### config.mk
export PLATFORM = sky130hd
export DESIGN_NAME = midi_loop_record_playback_unit
export DESIGN_NICKNAME = d
export VERILOG_FILES = /design/src/hw/rtl/mlrp_pkg.sv /design/src/hw/rtl/midi_loop_record_playback_unit.sv
export SDC_FILE = /design/constraint.sdc
export NUM_CORES = 2
export LEC_CHECK = 0
export BUFFER_PORTS_ARGS = -buffer_cell sky130_fd_sc_hd__buf_2
export CAP_MARGIN = 0
export CORE_ASPECT_RATIO = 0.8
export CORE_UTILIZATION = 23
export CTS_CLUSTER_DIAMETER = 100
export CTS_CLUSTER_SIZE = 16
export DETAILED_ROUTE_END_ITERATION = 16
export PLACE_DENSITY = 0.39
export SLEW_MARGIN = 0
export SYNTH_ARGS = -nofsm -noshare
export SYNTH_HDL_FRONTEND = slang
export SYNTH_SLANG_ARGS = --single-unit
### constraint.sdc
create_clock -name clk -period 4.9 [get_ports clk]
set_input_delay 0.98 -clock clk [delete_from_list [all_inputs] [get_ports clk]]
set_output_delay 0.98 -clock clk [all_outputs]
set_load 0.05 [all_outputs]
### src/hw/rtl/mlrp_pkg.sv
// shared constants for the midi loop record/playback unit
// no dependencies
`default_nettype none
package mlrp_pkg;
	localparam int unsigned EventDepth = 64;
	localparam int unsigned MaxOut     = 64;
	localparam logic [31:0] LoopReset  = 32'd1920;

	localparam logic [1:0] REQ_BEGIN = 2'd0;
	localparam logic [1:0] REQ_MIDI  = 2'd1;
	localparam logic [1:0] REQ_END   = 2'd2;
	localparam logic [1:0] REQ_ARM   = 2'd3;

	localparam logic [1:0] KIND_MIDI = 2'd0;
	localparam logic [1:0] KIND_NOTE = 2'd1;
	localparam logic [1:0] KIND_REC  = 2'd2;
	localparam logic [1:0] KIND_ERR  = 2'd3;

	localparam logic [1:0] MODE_OFF  = 2'd0;
	localparam logic [1:0] MODE_WAIT = 2'd1;
	localparam logic [1:0] MODE_REC  = 2'd2;
endpackage
`default_nettype wire

### src/hw/rtl/midi_loop_record_playback_unit.sv
// midi loop record/playback unit: event store memory, modulo unit, sequencer
// depends on mlrp_pkg
// timing: arm is registered; a midi item forwards its word first and the note word follows it;
// a tick begin runs two 40-step bit-serial modulo reductions before its state word (none
// when stopped); a tick end passes each event skipped in a seek through the read and check
// states, each played event also through the emit state, the played word held one step so the final one carries last
// one item at a time, input stalls until the last word has left the output register
// reset clears control state, the event store is not cleared
`default_nettype none
module midi_loop_record_playback_unit #(
	parameter int unsigned EVENT_DEPTH = mlrp_pkg::EventDepth
) (
	input  wire logic        clk,
	input  wire logic        arst_n,
	input  wire logic        in_valid,
	output logic             in_stall,
	input  wire logic [1:0]  req_type,
	input  wire logic        stopped,
	input  wire logic [39:0] start_ticks,
	input  wire logic [39:0] end_ticks,
	input  wire logic [7:0]  in_status,
	input  wire logic [7:0]  in_data1,
	input  wire logic [7:0]  in_data2,
	output logic             out_valid,
	input  wire logic        out_stall,
	output logic [1:0]       out_kind,
	output logic [31:0]      note_time,
	output logic [7:0]       out_status,
	output logic [7:0]       out_data1,
	output logic [7:0]       out_data2,
	output logic             was_recorded,
	output logic [1:0]       rec_state,
	output logic             last,
	input  wire logic        cfg_valid,
	output logic             cfg_ready,
	input  wire logic [31:0] cfg_data
);
	localparam int AW = (EVENT_DEPTH > 1) ? $clog2(EVENT_DEPTH) : 1;
	localparam int CW = $clog2(EVENT_DEPTH + 1);
	localparam logic [CW-1:0] DEPTH_C = CW'(EVENT_DEPTH);

	// sequencer states
	localparam logic [3:0] ST_IDLE  = 4'd0;
	localparam logic [3:0] ST_MODS  = 4'd1;
	localparam logic [3:0] ST_MODE  = 4'd2;
	localparam logic [3:0] ST_BEGIN = 4'd3;
	localparam logic [3:0] ST_MIDI  = 4'd4;
	localparam logic [3:0] ST_WIN   = 4'd5;
	localparam logic [3:0] ST_RD    = 4'd6;
	localparam logic [3:0] ST_CHK   = 4'd7;
	localparam logic [3:0] ST_EMIT  = 4'd8;
	localparam logic [3:0] ST_DONE  = 4'd9;

	logic [3:0]  st_q;
	logic [31:0] loop_len_q;
	logic [1:0]  mode_q;
	logic        arm_q;
	logic [CW-1:0] count_q;
	logic [CW-1:0] pidx_q;
	logic [31:0] ppos_q;
	logic        pvalid_q;
	logic [31:0] cstart_q, cend_q;
	logic        cstop_q;

	// latched item
	logic        stop_q;
	logic [39:0] e_q;
	logic [23:0] midi_q;

	// bit-serial modulo
	logic [39:0] num_q;
	logic [31:0] rem_q;
	logic [5:0]  bit_q;
	logic [31:0] len_w;
	logic [32:0] rsh;
	logic [33:0] rdif;
	logic [31:0] rem_nx;

	// playback window
	logic [31:0] ws_q, we_q;
	logic        second_q;  // wrapped window pending second half
	logic        seek_q;
	logic [6:0]  nout_q;
	logic        any_q;
	logic        hold_q;
	logic [23:0] hold_midi_q;

	// memory: {time, status, data1, data2}
	logic [55:0] mem [EVENT_DEPTH];
	logic [55:0] rd_q;

	// output register
	logic        ovalid_q;
	logic [1:0]  okind_q;
	logic [31:0] otime_q;
	logic [23:0] omidi_q;
	logic        orec_q, olast_q;
	logic [1:0]  ostate_q;

	// pending notification after midi forward
	logic        note_pend_q;
	logic        note_rec_q;

	assign len_w  = (loop_len_q == 32'd0) ? 32'd1 : loop_len_q;
	assign rsh    = {rem_q, num_q[39]};
	assign rdif   = {1'b0, rsh} - {2'b00, len_w};
	assign rem_nx = rdif[33] ? rsh[31:0] : rdif[31:0];

	assign in_stall  = (st_q != ST_IDLE) || ovalid_q;
	assign cfg_ready = (st_q == ST_IDLE) && !ovalid_q;

	assign out_valid    = ovalid_q;
	assign out_kind     = okind_q;
	assign note_time    = otime_q;
	assign out_status   = omidi_q[23:16];
	assign out_data1    = omidi_q[15:8];
	assign out_data2    = omidi_q[7:0];
	assign was_recorded = orec_q;
	assign rec_state    = ostate_q;
	assign last         = olast_q;

	logic in_acc, out_free, out_load;
	assign in_acc   = in_valid && !in_stall;
	assign out_free = !ovalid_q || !out_stall;

	// output register loads a new word this cycle
	assign out_load = out_free && (
		(st_q == ST_BEGIN && (any_q || (!stop_q && cstart_q == 32'd0 &&
			mode_q != mlrp_pkg::MODE_OFF))) ||
		(st_q == ST_MIDI) ||
		(st_q == ST_WIN && cend_q == cstart_q) ||
		(st_q == ST_EMIT && hold_q) ||
		(st_q == ST_DONE && !second_q && hold_q));

	logic [31:0] etime;
	assign etime = rd_q[55:24];

	// event store write and registered read
	logic          wr_en;
	logic [AW-1:0] rd_addr;
	assign wr_en = (st_q == ST_MIDI) && !cstop_q && (mode_q == mlrp_pkg::MODE_REC) &&
		(count_q < DEPTH_C) && out_free && !note_pend_q;
	assign rd_addr = pidx_q[AW-1:0];

	always_ff @(posedge clk) begin
		if (wr_en) begin
			mem[count_q[AW-1:0]] <= {cstart_q, midi_q};
		end
		rd_q <= mem[rd_addr];
	end

	// sequencer
	always_ff @(posedge clk or negedge arst_n) begin
		if (!arst_n) begin
			st_q <= ST_IDLE;
			loop_len_q <= mlrp_pkg::LoopReset;
			mode_q <= mlrp_pkg::MODE_OFF;
			arm_q <= 1'b0;
			count_q <= '0;
			pidx_q <= '0;
			ppos_q <= '0;
			pvalid_q <= 1'b0;
			cstart_q <= '0;
			cend_q <= '0;
			cstop_q <= 1'b1;
			ovalid_q <= 1'b0;
			note_pend_q <= 1'b0;
			note_rec_q <= 1'b0;
			stop_q <= 1'b0;
			e_q <= '0;
			midi_q <= '0;
			num_q <= '0;
			rem_q <= '0;
			bit_q <= '0;
			ws_q <= '0;
			we_q <= '0;
			second_q <= 1'b0;
			seek_q <= 1'b0;
			nout_q <= '0;
			any_q <= 1'b0;
			hold_q <= 1'b0;
			hold_midi_q <= '0;
			okind_q <= '0;
			otime_q <= '0;
			omidi_q <= '0;
			orec_q <= 1'b0;
			olast_q <= 1'b0;
			ostate_q <= '0;
		end else begin
			if (ovalid_q && !out_stall && !out_load) begin
				ovalid_q <= 1'b0;
			end
			if (cfg_valid && cfg_ready) begin
				loop_len_q <= cfg_data;
			end
			unique case (st_q)
				ST_IDLE: begin
					if (in_acc) begin
						stop_q <= stopped;
						e_q <= end_ticks;
						midi_q <= {in_status, in_data1, in_data2};
						unique case (req_type)
							mlrp_pkg::REQ_ARM: arm_q <= 1'b1;
							mlrp_pkg::REQ_BEGIN: begin
								// apply pending arm first
								if (arm_q) begin
									arm_q <= 1'b0;
									mode_q <= mlrp_pkg::MODE_WAIT;
									any_q <= 1'b1;
								end else begin
									any_q <= 1'b0;
								end
								cstop_q <= stopped;
								if (stopped) begin
									st_q <= ST_BEGIN;
								end else begin
									num_q <= start_ticks;
									rem_q <= '0;
									bit_q <= '0;
									st_q <= ST_MODS;
								end
							end
							mlrp_pkg::REQ_MIDI: begin
								note_pend_q <= 1'b0;
								st_q <= ST_MIDI;
							end
							mlrp_pkg::REQ_END: begin
								nout_q <= '0;
								if (!cstop_q && mode_q == mlrp_pkg::MODE_OFF &&
									count_q != '0) begin
									st_q <= ST_WIN;
								end
							end
						endcase
					end
				end
				ST_MODS, ST_MODE: begin
					// restoring division step, one bit per cycle
					if (bit_q == 6'd39) begin
						if (st_q == ST_MODS) begin
							cstart_q <= rem_nx;
							num_q <= e_q;
							rem_q <= '0;
							bit_q <= '0;
							st_q <= ST_MODE;
						end else begin
							cend_q <= (rem_nx == 32'd0) ? len_w : rem_nx;
							st_q <= ST_BEGIN;
						end
					end else begin
						num_q <= {num_q[38:0], 1'b0};
						rem_q <= rem_nx;
						bit_q <= bit_q + 6'd1;
					end
				end
				ST_BEGIN: begin
					// report arm, then origin transition
					if (out_free) begin
						if (any_q) begin
							any_q <= 1'b0;
							ovalid_q <= 1'b1;
							okind_q <= mlrp_pkg::KIND_REC;
							otime_q <= '0;
							omidi_q <= '0;
							orec_q <= 1'b0;
							ostate_q <= mode_q;
							olast_q <= stop_q || cstart_q != 32'd0 ||
								mode_q == mlrp_pkg::MODE_OFF;
							if (stop_q || cstart_q != 32'd0 ||
								mode_q == mlrp_pkg::MODE_OFF) begin
								st_q <= ST_IDLE;
							end
						end else begin
							st_q <= ST_IDLE;
							if (!stop_q && cstart_q == 32'd0 &&
								mode_q != mlrp_pkg::MODE_OFF) begin
								ovalid_q <= 1'b1;
								okind_q <= mlrp_pkg::KIND_REC;
								otime_q <= '0;
								omidi_q <= '0;
								orec_q <= 1'b0;
								olast_q <= 1'b1;
								if (mode_q == mlrp_pkg::MODE_WAIT) begin
									mode_q <= mlrp_pkg::MODE_REC;
									count_q <= '0;
									ostate_q <= mlrp_pkg::MODE_REC;
								end else begin
									mode_q <= mlrp_pkg::MODE_OFF;
									pvalid_q <= 1'b0;
									ppos_q <= '0;
									pidx_q <= '0;
									ostate_q <= mlrp_pkg::MODE_OFF;
								end
							end
						end
					end
				end
				ST_MIDI: begin
					if (out_free) begin
						ovalid_q <= 1'b1;
						omidi_q <= midi_q;
						ostate_q <= mode_q;
						if (cstop_q) begin
							okind_q <= mlrp_pkg::KIND_NOTE;
							otime_q <= '0;
							orec_q <= 1'b0;
							olast_q <= 1'b1;
							st_q <= ST_IDLE;
						end else if (note_pend_q) begin
							okind_q <= mlrp_pkg::KIND_NOTE;
							otime_q <= cstart_q;
							orec_q <= note_rec_q;
							olast_q <= 1'b1;
							st_q <= ST_IDLE;
						end else begin
							note_rec_q <= wr_en;
							if (wr_en) begin
								count_q <= count_q + CW'(1);
							end
							orec_q <= 1'b0;
							if (mode_q != mlrp_pkg::MODE_OFF) begin
								okind_q <= mlrp_pkg::KIND_MIDI;
								otime_q <= '0;
								olast_q <= 1'b0;
								note_pend_q <= 1'b1;
							end else begin
								okind_q <= mlrp_pkg::KIND_NOTE;
								otime_q <= cstart_q;
								olast_q <= 1'b1;
								st_q <= ST_IDLE;
							end
						end
					end
				end
				ST_WIN: begin
					// set up the first window
					hold_q <= 1'b0;
					if (cend_q > cstart_q) begin
						ws_q <= cstart_q;
						we_q <= cend_q;
						second_q <= 1'b0;
						seek_q <= !pvalid_q || ppos_q != cstart_q;
						if (!pvalid_q || ppos_q != cstart_q) pidx_q <= '0;
						st_q <= ST_RD;
					end else if (cend_q < cstart_q) begin
						ws_q <= cstart_q;
						we_q <= len_w;
						second_q <= 1'b1;
						seek_q <= !pvalid_q || ppos_q != cstart_q;
						if (!pvalid_q || ppos_q != cstart_q) pidx_q <= '0;
						st_q <= ST_RD;
					end else if (out_free) begin
						second_q <= 1'b0;
						ovalid_q <= 1'b1;
						okind_q <= mlrp_pkg::KIND_ERR;
						otime_q <= '0;
						omidi_q <= '0;
						orec_q <= 1'b0;
						ostate_q <= mode_q;
						olast_q <= 1'b1;
						st_q <= ST_IDLE;
					end
				end
				ST_RD: begin
					// address presented, read data next cycle
					st_q <= ST_CHK;
				end
				ST_CHK: begin
					if (pidx_q >= count_q) begin
						st_q <= ST_DONE;
					end else if (seek_q) begin
						if (etime < ws_q) begin
							pidx_q <= pidx_q + CW'(1);
							st_q <= ST_RD;
						end else begin
							seek_q <= 1'b0;
						end
					end else if (nout_q == 7'(mlrp_pkg::MaxOut) || etime < ws_q ||
						etime >= we_q) begin
						st_q <= ST_DONE;
					end else begin
						st_q <= ST_EMIT;
					end
				end
				ST_EMIT: begin
					// hold back one word so the final one can carry last
					if (!hold_q || out_free) begin
						if (hold_q) begin
							ovalid_q <= 1'b1;
							okind_q <= mlrp_pkg::KIND_MIDI;
							otime_q <= '0;
							omidi_q <= hold_midi_q;
							orec_q <= 1'b0;
							ostate_q <= mode_q;
							olast_q <= 1'b0;
						end
						hold_q <= 1'b1;
						hold_midi_q <= rd_q[23:0];
						nout_q <= nout_q + 7'd1;
						pidx_q <= pidx_q + CW'(1);
						st_q <= ST_RD;
					end
				end
				ST_DONE: begin
					ppos_q <= we_q;
					pvalid_q <= 1'b1;
					if (second_q) begin
						second_q <= 1'b0;
						ws_q <= '0;
						we_q <= cend_q;
						seek_q <= we_q != 32'd0;
						if (we_q != 32'd0) pidx_q <= '0;
						st_q <= ST_RD;
					end else if (!hold_q) begin
						st_q <= ST_IDLE;
					end else if (out_free) begin
						// release the held final word with last
						ovalid_q <= 1'b1;
						okind_q <= mlrp_pkg::KIND_MIDI;
						otime_q <= '0;
						omidi_q <= hold_midi_q;
						orec_q <= 1'b0;
						ostate_q <= mode_q;
						olast_q <= 1'b1;
						hold_q <= 1'b0;
						st_q <= ST_IDLE;
					end
				end
				default: st_q <= ST_IDLE;
			endcase
		end
	end
endmodule
`default_nettype wire

==> impl_summary.log <==
[metrics] run status: finished, violations left
[metrics] violated checks: capacitance limit, slew limit
[metrics] static leakage: 55.85 nW
[metrics] top cells by area, synth: sky130_fd_sc_hd__edfxtp_1 (66%), sky130_fd_sc_hd__mux4_2 (16%), sky130_fd_sc_hd__dfrtp_1 (7.0%)
[metrics] Setup crit end kind: flip-flop
[metrics] count of cells along the worst register-to-register path: 19
[metrics] Worst slew margin: -0.1045
[metrics] number of global-route vias before repair: 85730
[metrics] count of max-cap constraint violations: 1
[metrics] peak clock frequency supported by timing: 213.2 MHz
[metrics] count of fill cells added during filler insertion: 69950
[metrics] NumNets Final: approximately 8800
[metrics] remaining global-route overflow: 0
[metrics] Final Routed Wirelength: 549800 µm
[metrics] synthesized area: 161900 µm²
[metrics] iteration count of the initial detailed-routing pass: 6
[metrics] Floorplan Core Area: 701200 µm²
[metrics] number of rows in the core area: between 200 and 300
[metrics] insertion delay of the later-clocked pin in the worst-skew pair: 1.00 ns
[metrics] average instance area after synthesis: 20.15 µm²
[metrics] clock transition at the registers of the reported paths: around 0.09 ns
[metrics] Layout area overhead: 15.47%
[metrics] count of warnings emitted by yosys: 0
[metrics] Post-Route Hold Slack: 0.1703 ns
[metrics] maximum number of pins on one net before global-route repair: 123
[metrics] sum of internal, switching and leakage power: 93.86 mW
[metrics] Setup violations, final: 0
[metrics] endpoints failing hold: 0
[metrics] worst setup skew after layout: 0.04867 ns
[metrics] fraction of synthesized cell area taken by the top area cell type: 0.6649
[metrics] count of unique library cells instantiated by Yosys: between 80 and 90
[metrics] net count after synthesis: about 8300
[metrics] floorplan die height: 752.4 µm
[metrics] number of design rule violations left after detail routing: 0
[metrics] Worst Tran Pin Value: roughly 1.6 ns
[metrics] drt first-iter violations: 9784
[metrics] fraction of the yosys area taken by sequential cells: 0.7426
[metrics] Min-Delay Path Depth: 3
[metrics] DP HPWL: 312500 µm
[metrics] Setup Total Neg Slack: 0 ns
[metrics] commonest cells after routing, fill and taps aside: sky130_fd_sc_hd__edfxtp_1 (3584), sky130_fd_sc_hd__mux4_2 (1176), sky130_fd_sc_hd__nand2_1 (686)
[metrics] power per unit of standard cell area: roughly 500 nW/µm²
[metrics] initial antenna violation count: 55
[metrics] crit path setup slack, layout: 0.2106 ns
[metrics] synthesized instance count: 8032
[metrics] data arrival time of the critical path: 5.61 ns
[metrics] clock net sink count: 4098
[metrics] global-route wire length before repair: 751300 µm
[metrics] cell accounting for the most synthesized area: sky130_fd_sc_hd__edfxtp_1
[metrics] Crit Path Max Fanout: 8
[metrics] DRT antenna net count: 0
[metrics] combined global-route utilization of all metal layers: 0.1515
[metrics] clock tree from TritonCTS: done
[metrics] number of cells after detailed placement: 17490
[metrics] most frequent standard cell in the layout excluding fill and tap cells: sky130_fd_sc_hd__edfxtp_1
[metrics] minimum clock period: 4.689 ns
[metrics] Initial Util: 0.2308
[metrics] routed len/inst: 30.58 µm
[metrics] CP Class: flip-flop to flip-flop
[metrics] placement-stage cell area: ~180000 µm²
[metrics] final cycle utilization of the critical path: 0.9570
[metrics] maximum VDD drop: 0.001904 V
[metrics] worst hold path type: input pin to flip-flop
[metrics] non-filler cells, final: 17980
[metrics] horizontal die dimension: 939.9 µm
[metrics] number of vias per cell after detailed routing: 4.647
[metrics] proportion of synthesized flip-flops having asynchronous set or reset: 0.1118
[metrics] Post-synth EDFFs: 3584
[metrics] Clock Tree Root: sky130_fd_sc_hd__clkbuf_16
[metrics] placer congestion estimate: a little under 0.8
[metrics] final core utilization: 0.2665
[metrics] total via count after detailed routing: ~84000
[metrics] CTS buffer count: 297
[metrics] worst slack at placement: -0.3907 ns
[metrics] category of the worst setup path launch point: flip-flop
[metrics] required arrival time at the worst endpoint: 5.82 ns
[metrics] H-tree level count: 5
[metrics] most common flop cell mapped by yosys: sky130_fd_sc_hd__edfxtp_1
[metrics] number of buffers inserted by port buffering: 208
[metrics] final standard cell area without fillers: about 190000 µm²
[metrics] Die ar.: 707200 µm²
[metrics] FF+latch count, synth: 4098
[metrics] number of pins with negative max-slew slack in the final report: 2
[metrics] share of layout cells above drive strength 1: 0.2664
[metrics] Max clock buf depth: 4
[metrics] ports placed on the boundary: 209
-- sequential cells by signal, summed over array words and instances, names as in the netlist, 40 cells and up --
| name | flops |
|---|---|
| num_q | 40 |
| rd_q | 56 |
| e_q | 40 |
| mem | 3584 |
-- per-layer routing --
layer | track usage | vias to the layer above | wire length, µm
li1 | - | 33620 | -
met3 | 0.01785 | 500 | 27930
met4 | 0.02335 | 4 | 8790
met1 | 0.2246 | 46850 | 257300
met2 | 0.2431 | 2558 | 255800
met5 | 0 | - | 26
-- final timing paths --
kind / start / end / slack [ns]
setup / recovery: loop_len_q[25]$_DFFE_PN0P_ / cend_q[2]$_DFFE_PN0P_ / 0.21
hold / removal: end_ticks[29] / e_q[29]$_DFFE_PN0P_ / 0.17
setup reg to reg: loop_len_q[25]$_DFFE_PN0P_ / cend_q[2]$_DFFE_PN0P_ / 0.21
hold reg to reg: rd_q[21]$_DFF_P_ / hold_midi_q[21]$_DFFE_PN0P_ / 0.43
max in group asynchronous: arst_n / midi_q[1]$_DFFE_PN0P_ / 3.06
min in group asynchronous: arst_n / cend_q[19]$_DFFE_PN0P_ / 0.62
-- area by class of cell --
type	instances	area, µm²	area share
inverters	158	593.1	0.003173
diodes	12	30.03	0.0001607
clock inverters	19	206.4	0.001105
multi-input cells	3355	40140	0.2148
clock buffers	456	8263	0.04421
flip-flops and latches	4098	120300	0.6436
well taps	9279	11610	0.06211
repair buffers	599	5774	0.03089
-- logic make-up after synthesis --
group | share of synthesized area
adders and majority gates | 0.01125
and+or+nand+nor | 0.03001
AOI/OAI and AO/OA | 0.02757
xor gates and xnor gates | 0.002922
buffers and inverters | 0.01361
muxes | 0.1720
DFF | 0.7426
-- power breakdown --
part | internal [mW] | total, mW | switching, mW
registers | 41.9 | 43.6 | 1.69
clock network | 11.7 | 24.1 | 12.5
logic | 9.95 | 26.1 | 16.2
total | 63.5 | 93.9 | 30.3
-- worst max-delay path: stages (launching register included) --
cell                        delay [ns]
sky130_fd_sc_hd__dfrtp_1          0.39
sky130_fd_sc_hd__nor4_2           0.32
sky130_fd_sc_hd__buf_4            0.17
sky130_fd_sc_hd__nand4_1          0.21
sky130_fd_sc_hd__buf_6            0.21
sky130_fd_sc_hd__o21bai_2         0.17
sky130_fd_sc_hd__ha_2             0.22
sky130_fd_sc_hd__fa_2             0.23
sky130_fd_sc_hd__nor2b_4          0.05
sky130_fd_sc_hd__o211ai_2         0.14
sky130_fd_sc_hd__a21boi_1         0.11
sky130_fd_sc_hd__or3_4            0.36
sky130_fd_sc_hd__a2111oi_4        0.36
sky130_fd_sc_hd__buf_4            0.16
sky130_fd_sc_hd__or4b_1           0.47
sky130_fd_sc_hd__o41a_1           0.38
sky130_fd_sc_hd__nor4_4           0.16
sky130_fd_sc_hd__buf_4            0.18
sky130_fd_sc_hd__buf_6            0.15
sky130_fd_sc_hd__a31o_1           0.17
-- Yosys cell counts, drive strengths merged (14+ instances only) --
master,number
nand2,688
a21oi,122
mux2,35
or3,18
dfxtp,56
ha,144
dfrtp,453
edfxtp,3584
xor2,39
buf,119
a21o,34
nor4,44
nand4,37
clkbuf,302
a22oi,25
mux4,1176
nor3,32
mux2i,96
nand2b,14
nand3,51
o31ai,49
nor2,171
inv,158
o21ai,343
a31o,32
xnor2,15
-- what timing repair did --
item | 4_1_cts | 5_1_grt
buffers inserted | 2 | 0
hold buffers | 1 | 0
pin swaps | 2 | 3
setup endpoints to repair | 32 | 32
resized for setup | 14 | 6
gates cloned | 1 | 0
endpoints found under the hold margin | 6 | 0
Note: power is estimated with default switching activity, not from simulation.
